===== config.mk =====
export PLATFORM = sky130hd
export DESIGN_NAME = stru_search
export DESIGN_NICKNAME = d
export VERILOG_FILES = /design/src/hw/rtl/sorted_time_range_search_unit_defines.svh /design/src/hw/rtl/stru_pkg.sv /design/src/hw/rtl/stru_search.sv
export SDC_FILE = /design/constraint.sdc
export NUM_CORES = 1
export LEC_CHECK = 0
export BUFFER_PORTS_ARGS = -buffer_cell sky130_fd_sc_hd__clkbuf_2
export CAP_MARGIN = 25
export CELL_PAD_IN_SITES_DETAIL_PLACEMENT = 1
export CELL_PAD_IN_SITES_GLOBAL_PLACEMENT = 2
export CORE_ASPECT_RATIO = 1.75
export CORE_MARGIN = 2
export CORE_UTILIZATION = 25
export CTS_BUF_LIST = sky130_fd_sc_hd__clkbuf_8
export CTS_CLUSTER_DIAMETER = 80
export CTS_CLUSTER_SIZE = 28
export DETAILED_ROUTE_END_ITERATION = 10
export PLACE_DENSITY_LB_ADDON = 0.1
export SLEW_MARGIN = 10
export SYNTH_ARGS = -nofsm -noshare
export SYNTH_HDL_FRONTEND = slang
export SYNTH_SLANG_ARGS = --single-unit

===== constraint.sdc =====
create_clock -name i_clk -period 5.63 [get_ports i_clk]
set_clock_uncertainty 0.15 [all_clocks]
set_input_delay 0.8445 -clock i_clk [delete_from_list [all_inputs] [get_ports i_clk]]
set_output_delay 0.8445 -clock i_clk [all_outputs]
set_load 0.005 [all_outputs]

===== src/hw/rtl/sorted_time_range_search_unit_defines.svh =====
// Assertion helpers for the time range search unit.
`ifndef SORTED_TIME_RANGE_SEARCH_UNIT_DEFINES_SVH
`define SORTED_TIME_RANGE_SEARCH_UNIT_DEFINES_SVH

// Same-cycle implication, off while reset is held.
`define STRU_ASSERT_NOW(lbl, clk, rst_n, ante, cons, msg) \
    lbl: assert property (@(posedge clk) disable iff (!rst_n) (ante) |-> (cons)) \
        else $error(msg);

// Next-cycle implication, off while reset is held.
`define STRU_ASSERT_NEXT(lbl, clk, rst_n, ante, cons, msg) \
    lbl: assert property (@(posedge clk) disable iff (!rst_n) (ante) |=> (cons)) \
        else $error(msg);

`endif


===== src/hw/rtl/stru_pkg.sv =====
package stru_pkg;

    localparam int unsigned STRU_DEPTH_DEF = 4096;
    localparam int unsigned TIME_W         = 64;
    localparam int unsigned IDX_W          = 13;
    localparam int unsigned ACT_W          = 2;

    typedef enum logic [ACT_W-1:0] {
        ACT_CLEAR  = 2'd0,
        ACT_APPEND = 2'd1,
        ACT_QUERY  = 2'd2
    } t_action;

    typedef enum logic {
        ST_IDLE,
        ST_SEARCH
    } t_top_state;

    typedef enum logic [1:0] {
        SRCH_IDLE,
        SRCH_PROBE,
        SRCH_CMP
    } t_srch_state;

    // Launch of one bound search.
    typedef struct packed {
        logic start;
        logic inclusive;   // 1: upper bound (t <= key goes right), 0: lower bound
    } t_srch_req;

endpackage


===== src/hw/rtl/stru_search.sv =====
module stru_search #(
    parameter int unsigned DEPTH = stru_pkg::STRU_DEPTH_DEF
) (
    input  logic                                      i_clk,
    input  logic                                      i_rst_n,
    input  stru_pkg::t_srch_req                       i_req,
    input  logic [stru_pkg::TIME_W-1:0]               i_key,
    input  logic [$clog2(DEPTH+1)-1:0]                i_count,
    output logic                                      o_rd_en,
    output logic [((DEPTH > 1) ? $clog2(DEPTH) : 1)-1:0] o_rd_addr,
    input  logic [stru_pkg::TIME_W-1:0]               i_rd_data,
    output logic                                      o_busy,
    output logic [$clog2(DEPTH+1)-1:0]                o_index
);
    import stru_pkg::*;

    localparam int unsigned CW = $clog2(DEPTH + 1);
    localparam int unsigned AW = (DEPTH > 1) ? $clog2(DEPTH) : 1;

    t_srch_state       r_state;
    t_srch_state       n_state;
    logic [CW-1:0]     r_lo;
    logic [CW-1:0]     r_hi;
    logic [CW-1:0]     r_mid;
    logic [TIME_W-1:0] r_key;
    logic              r_incl;
    logic [CW-1:0]     w_mid;
    logic              w_open;
    logic              w_go_right;

    assign w_mid      = r_lo + ((r_hi - r_lo) >> 1);
    assign w_open     = (r_lo < r_hi);
    assign w_go_right = r_incl ? (i_rd_data <= r_key) : (i_rd_data < r_key);

    always_comb begin
        n_state = r_state;
        unique case (r_state)
            SRCH_IDLE:  if (i_req.start) n_state = SRCH_PROBE;
            SRCH_PROBE: n_state = w_open ? SRCH_CMP : SRCH_IDLE;
            SRCH_CMP:   n_state = SRCH_PROBE;
            default:    n_state = SRCH_IDLE;
        endcase
    end

    always_comb begin
        o_rd_en = 1'b0;
        o_busy  = 1'b1;
        unique case (r_state)
            SRCH_IDLE:  o_busy  = 1'b0;
            SRCH_PROBE: o_rd_en = w_open;
            SRCH_CMP:   o_rd_en = 1'b0;
            default:    o_busy  = 1'b0;
        endcase
    end

    always_ff @(posedge i_clk) begin
        if (!i_rst_n) begin
            r_state <= SRCH_IDLE;
        end else begin
            r_state <= n_state;
        end
    end

    always_ff @(posedge i_clk) begin
        unique case (r_state)
            SRCH_IDLE: begin
                if (i_req.start) begin
                    r_lo   <= '0;
                    r_hi   <= i_count;
                    r_key  <= i_key;
                    r_incl <= i_req.inclusive;
                end
            end
            SRCH_PROBE: r_mid <= w_mid;
            SRCH_CMP: begin
                if (w_go_right) begin
                    r_lo <= r_mid + CW'(1);
                end else begin
                    r_hi <= r_mid;
                end
            end
            default: ;
        endcase
    end

    // while lo < hi, mid < hi <= DEPTH, so a probed address always fits
    assign o_rd_addr = w_mid[AW-1:0];
    assign o_index   = r_lo;

endmodule


==> impl_metrics.env, run 1 <==
export IMPL_ant_nets=0
export IMPL_netlist_area_sq_um=6690
export IMPL_cp_slowest_cell="a31oi_1"
export IMPL_worstHoldStart="i_key[56]"
export IMPL_reg2reg_slack_ns=1.54
export IMPL_post_place_ws_ns=0.749
export IMPL_start_util=0.253
export IMPL_yosys_warnings=0
export IMPL_cts_htree_levels=3
export IMPL_drive_gt1_frac=0.276
export IMPL_multi_input_area_sq_um=3060
export IMPL_die_w_microns=128
export IMPL_clk_pin_slew_ns=0.11
export IMPL_core_sq_um=26500
export IMPL_syn_area_per_cell_sq_um=11.2
export IMPL_post_route_drc_count=0
export IMPL_synth_top_area_frac=0.467
export IMPL_async_reset_ff_frac=0
export IMPL_yosysUniqueCellTypes=55
export IMPL_cts_hold_buf=0
export IMPL_max_freq_ghz=0.189
export IMPL_port_buffers=171
export IMPL_synth_edf_count=104
export IMPL_vias_per_cell=4.58
export IMPL_synth_area_leaders="edfxtp_1, ha_1, inv_1, a21oi_1, xnor2_1"
export IMPL_wl_met2_microns=11900
export IMPL_avgRoutedWirePerCell_microns=18.5
export IMPL_r2r_end="r_mid[11]$_DFFE_PP_"
export IMPL_grt_pass1_wl_microns=30900
export IMPL_synth_seq_area_share=0.473
export IMPL_reg2reg_depth=16
export IMPL_worst_pin_slew_ns=0.964
export IMPL_yosysTopAreaCell="edfxtp_1"
export IMPL_crit_path_cell_trace="ha_1 > fa_1 > nor2b_1 > o21ai_0 > nand2b_1 > a21o_1 > a21oi_1 > xnor2_1 > ha_1 > nor3_1 > o211ai_1 > a31oi_1 > nor2b_1 > o21a_1 > o41ai_1 > xnor2_1 > clkbuf_2"
export IMPL_syn2layout_area_growth_pct=20.4
export IMPL_routed_via_count=5009
export IMPL_antenna_found_initial=0
export IMPL_fin_tns_setup_ns=0
export IMPL_firstDrtPassIters=4
export IMPL_nFillCells=3043
export IMPL_cp_arrival_ns=4.29
export IMPL_synth_nets=839
export IMPL_dpl_hpwl_microns=16700
export IMPL_relSlewSlack=0.357
export IMPL_cts_root_buf="clkbuf_8"
export IMPL_critical_path_required_ns=4.64
export IMPL_yosys_most_used_dff="edfxtp_1"
export IMPL_hold_viol_final=0
export IMPL_holdPathEnd="r_key[56]$_DFFE_PP_"
export IMPL_clk_path_buf_depth=2
export IMPL_place_congestion=0.791
export IMPL_grt_max_degree=66
export IMPL_p_leak_nw=3.69
export IMPL_peakVddDrop_mv=0.119
export IMPL_maxCapViolCount=0
export IMPL_hp_class="in2reg"
export IMPL_drt_iter0_drc=100
export IMPL_reg2reg_from="o_index[0]$_SDFFCE_PN0P_"
export IMPL_min_path_cells=1
export IMPL_finalCritPeriodShare=0.939
export IMPL_wirelength_met1_microns=6740
export IMPL_path_class="reg2out"
export IMPL_n_antenna_cell=0
export IMPL_die_y_microns=220
export IMPL_fp_row_count=79
export IMPL_cts_resized=0
export IMPL_grt_pass1_vias=5798
export IMPL_insertion_delay_ns=0.41
export IMPL_dr_max_layer_used="met4"
export IMPL_worst_slack_ns=0.345
export IMPL_cts_sinks=106
export IMPL_setup_violations=0
export IMPL_outcome="finished clean"
export IMPL_synth_ff_latch_count=106
export IMPL_numCtsBuffers=9
export IMPL_regArea_sq_um=3160
export IMPL_overflow=0
export IMPL_period_minus_slack_ns=5.29
export IMPL_wl_microns=20200
export IMPL_cts_setup_buffers=0
export IMPL_critPathMaxStageDelay_ns=0.48
export IMPL_cp_max_fo=6
export IMPL_grt_usage=0.148
export IMPL_cp_start_kind="flip-flop"
export IMPL_cts_tree="yes"
export IMPL_nets=1006
export IMPL_wl_met3_microns=910
export IMPL_die_area_sq_um=28200
export IMPL_power_density_nw_per_um2=438
export IMPL_netlist_instances=597
export IMPL_endpoint_kind="output pin"
export IMPL_io_pins=172
export IMPL_rsz0062_at_grt="false"
export IMPL_drv_slew=0
## synth_stat cells (11+ instances only)
library cell  number
a21o_1            11
a21oi_1           49
buf_4             12
edfxtp_1         104
ha_1              95
inv_1             93
mux2_2            13
nand2_1           27
nand3_1           14
nand4_1           15
nor2_1            19
o21ai_0           20
xnor2_1           24
## area by class of cell
cell class / count / share of cell area
Timing Repair Buffer: 173 / 0.108
Inverter: 93 / 0.0433
Clock buffer: 9 / 0.0154
Clock inverter: 7 / 0.0106
Sequential cell: 106 / 0.392
Tap cell: 324 / 0.0503
Multi-Input combinational cell: 381 / 0.380
## cell usage in the layout, fill, tap and decap left out, drive strengths merged, types with 2 or more instances in the layout
master	synthesis	layout
clkinv	0	2
xnor2	24	24
dfxtp	2	2
nor2	19	19
a21oi	49	49
o21a	3	3
a21boi	4	4
nor2b	10	10
a31oi	4	4
fa	2	2
o21ai	22	22
o21bai	2	2
xor2	5	5
bufinv	0	2
nor4	4	4
and3	3	3
nor3	7	7
or3	8	8
inv	93	96
a2111oi	2	2
nand2b	4	4
a21o	11	11
and2	10	10
edfxtp	104	104
nand4	17	17
ha	95	95
a211oi	3	3
mux2	13	13
buf	13	2
nand2	27	27
o211ai	5	5
nand3	14	14
clkbuf	4	180
## cells by family after synthesis
logic type | Yosys count | synth area share
and+or+nand+nor | 127 | 0.108
DFF | 106 | 0.473
buffers and inverters | 110 | 0.0710
muxes | 13 | 0.0219
adders and majority gates | 97 | 0.184
AOI/OAI and AO/OA | 115 | 0.105
xor gates and xnor gates | 29 | 0.0379
## report_power, final
| group | switching, mW | internal [mW] |
|---|---|---|
| logic | 1.02 | 0.732 |
| registers | 0.114 | 1.12 |
| clock network | 0.290 | 0.247 |
## critical path: cells and delay by family (launching register included)
kind / cells / cell delay (ns)
AO/OA/AOI/OAI: 7 / 1.48
XOR/XNOR: 2 / 0.35
adder cells (fa/ha/maj): 3 / 0.93
buffers and inverters: 1 / 0.16
flip-flops: 1 / 0.44
AND/OR/NAND/NOR: 4 / 0.52
## how the worst max path moves through the flow
stage | start | to | slack, ns
final | o_index[0]$_SDFFCE_PN0P_ | o_rd_addr[11] | 0.34
after global routing | o_index[0]$_SDFFCE_PN0P_ | o_rd_addr[11] | 0.05
after CTS | o_index[0]$_SDFFCE_PN0P_ | o_rd_addr[11] | 0.24
after detailed placement | o_index[0]$_SDFFCE_PN0P_ | o_rd_addr[11] | 0.75
after global placement | o_index[0]$_SDFFCE_PN0P_ | o_rd_addr[11] | 0.82
after floorplan | o_index[0]$_SDFFCE_PN0P_ | o_rd_addr[11] | 1.45
## metal layers
metal,track usage,up-vias
li1,-,2460
met1,0.130,2400
met2,0.306,120
met3,0.0365,29
met4,0.0681,0
met5,0,-
## sequential cells by signal (all words and copies together), names as in the netlist
signal   flops
r_key       64
o_index     13
r_hi        13
r_mid       13
r_state      2
r_incl       1
## metrics by stage
step	utilization	power [mW]	cells	hold WS (ns)	cell area [sq um]
after floorplan	-	2.56	597	0.360	6690
after global placement	0.296	3.04	1077	0.420	7850
after detailed placement	0.296	3.08	1077	0.448	7850
after CTS	0.304	3.64	1093	0.404	8060
after global routing	0.304	3.81	1093	0.418	8060
final	0.304	3.53	1093	0.454	8060
(Power assumes the default switching activity.)
==> run 2: changes to the inputs <==
GPL_ROUTABILITY_DRIVEN = 0   (was unset)
PLACE_DENSITY = 0.64   (was unset)
PLACE_DENSITY_LB_ADDON = unset   (was 0.1)
RECOVER_POWER = 25   (was unset)
==> run 2 against run 1 <==
  * Design area increased by 0.23%
  * Final cell count increased by 0.18%
  * Via count decreased by 0.80%
  * Largest cell class unchanged
  * Largest power group unchanged
==> impl_metrics.env, run 2 (synthesis results as in run 1) <==
export IMPL_syn2layout_area_growth_pct=20.7
export IMPL_antenna_found_initial=0
export IMPL_grt_pass1_vias=5544
export IMPL_cts_sinks=106
export IMPL_power_density_nw_per_um2=436
export IMPL_final_common_cell="clkbuf_2"
export IMPL_crit_path_cell_trace="ha_1 > fa_1 > nor2b_1 > o21ai_0 > nand2b_1 > a21o_1 > a21oi_1 > xnor2_1 > ha_1 > nor3_1 > o211ai_1 > a31oi_1 > nor2b_1 > o21a_1 > o41ai_1 > xnor2_1 > clkbuf_2"
export IMPL_io_pins=172
export IMPL_rsz0062_at_grt="false"
export IMPL_start_util=0.253
export IMPL_port_buffers=171
export IMPL_max_freq_ghz=0.191
export IMPL_cp_max_fo=6
export IMPL_cp_arrival_ns=4.23
export IMPL_cts_root_buf="clkbuf_8"
export IMPL_cts_resized=0
export IMPL_peakVddDrop_mv=0.152
export IMPL_outcome="finished clean"
export IMPL_cts_hold_buf=0
export IMPL_wl_microns=19700
export IMPL_nets=1008
export IMPL_die_y_microns=220
export IMPL_grt_usage=0.147
export IMPL_worst_slack_ns=0.405
export IMPL_numCtsBuffers=9
export IMPL_power_frac_comb=0.496
export IMPL_cts_htree_levels=3
export IMPL_top_register="r_key"
export IMPL_cp_slowest_cell="o41ai_1"
export IMPL_core_sq_um=26500
export IMPL_die_w_microns=128
export IMPL_cts_tree="yes"
export IMPL_place_inst=1079
export IMPL_fp_row_count=79
export IMPL_cts_setup_buffers=0
export IMPL_endpoint_kind="output pin"
export IMPL_n_antenna_cell=0
export IMPL_clk_pin_slew_ns=0.12
export IMPL_power_switching_mw=1.45
export IMPL_finalCritPeriodShare=0.928
export IMPL_maxCapViolCount=0
export IMPL_final_cells=1095
export IMPL_p_clk_frac=0.155
export IMPL_dpl_hpwl_microns=16400
export IMPL_drv_slew=0
export IMPL_fin_tns_setup_ns=0
export IMPL_worst_pin_slew_ns=0.852
export IMPL_period_minus_slack_ns=5.23
export IMPL_fin_util=0.305
export IMPL_critPathMaxStageDelay_ns=0.46
export IMPL_p_sw_frac=0.413
export IMPL_post_route_drc_count=0
export IMPL_drive_gt1_frac=0.276
export IMPL_firstDrtPassIters=4
export IMPL_critical_path_required_ns=4.64
export IMPL_p_leak_nw=3.68
export IMPL_clk_path_buf_depth=2
export IMPL_cp_start_kind="flip-flop"
export IMPL_die_area_sq_um=28200
export IMPL_grt_pass1_wl_microns=30200
export IMPL_post_place_ws_ns=0.796
export IMPL_hold_viol_final=0
export IMPL_drt_iter0_drc=133
export IMPL_avgRoutedWirePerCell_microns=18.0
export IMPL_nFillCells=3067
export IMPL_path_class="reg2out"
export IMPL_insertion_delay_ns=0.43
export IMPL_vias_per_cell=4.54
export IMPL_mostFrequentLayoutCells="clkbuf_2, edfxtp_1, ha_1"
export IMPL_routed_via_count=4969
export IMPL_relSlewSlack=0.432
export IMPL_ant_nets=0
export IMPL_intPower_mw=2.07
export IMPL_grt_max_degree=54
export IMPL_setup_violations=0
export IMPL_largest_register_ffs=64
export IMPL_hp_class="in2reg"
export IMPL_seq_power_share=0.349
export IMPL_overflow=0
## run 2: area by class of cell
cell class	count	area, sq um	area share
tap	324	405	0.0502
clock buffer	9	124	0.0153
clock inverter	7	98.8	0.0122
inverter	93	349	0.0432
multi-input combinational	381	3060	0.378
sequential	106	3160	0.392
timing repair buffer	175	882	0.109
## run 2: layer usage
| layer | routed length, microns | GRT usage | up-vias | part of all wire |
|---|---|---|---|---|
| li1 | - | - | 2464 | - |
| met1 | 6500 | 0.131 | 2334 | 0.33 |
| met2 | 11400 | 0.296 | 146 | 0.58 |
| met3 | 1150 | 0.0380 | 25 | 0.058 |
| met4 | 620 | 0.0762 | 0 | 0.032 |
| met5 | 0 | 0 | - | 0 |
## run 2: stage by stage
stage / area [sq um] / hold slack [ns] / total power [mW]
after CTS: 8080 / 0.373 / 3.62
after global routing: 8080 / 0.391 / 3.81
after detailed placement: 7860 / 0.420 / 3.05
after floorplan: 6690 / 0.360 / 2.56
final: 8080 / 0.426 / 3.53
after global placement: 7860 / 0.417 / 3.04
## run 2: critical path, delay by kind of cell (launching register included)
family / cells / cell delay [ns]
adder cells (fa/ha/maj): 3 / 0.93
XOR/XNOR: 2 / 0.35
AO/OA/AOI/OAI: 7 / 1.40
AND/OR/NAND/NOR: 4 / 0.55
flip-flops: 1 / 0.44
buffers and inverters: 1 / 0.15
## run 2: power groups by stage
stage	Clock [mW]	Sequential (mW)	Combinational [mW]
2_1_floorplan	0	1.20	1.35
3_3_place_gp	0	1.25	1.79
3_5_place_dp	0	1.25	1.79
4_1_cts	0.577	1.23	1.81
5_1_grt	0.592	1.25	1.97
6_report	0.546	1.23	1.75
## run 2: path summary, 6_finish.rpt
kind | startpoint | depth (start not counted) | slack (ns) | endpoint
setup / recovery | o_index[0]$_SDFFCE_PN0P_ | 17 | 0.40 | o_rd_addr[11]
hold / removal | i_key[45] | 1 | 0.43 | r_key[45]$_DFFE_PP_
setup reg to reg | o_index[0]$_SDFFCE_PN0P_ | 16 | 1.61 | r_mid[11]$_DFFE_PP_
hold reg to reg | r_state[1]$_SDFFE_PN0P_ | 2 | 0.43 | r_state[1]$_SDFFE_PN0P_
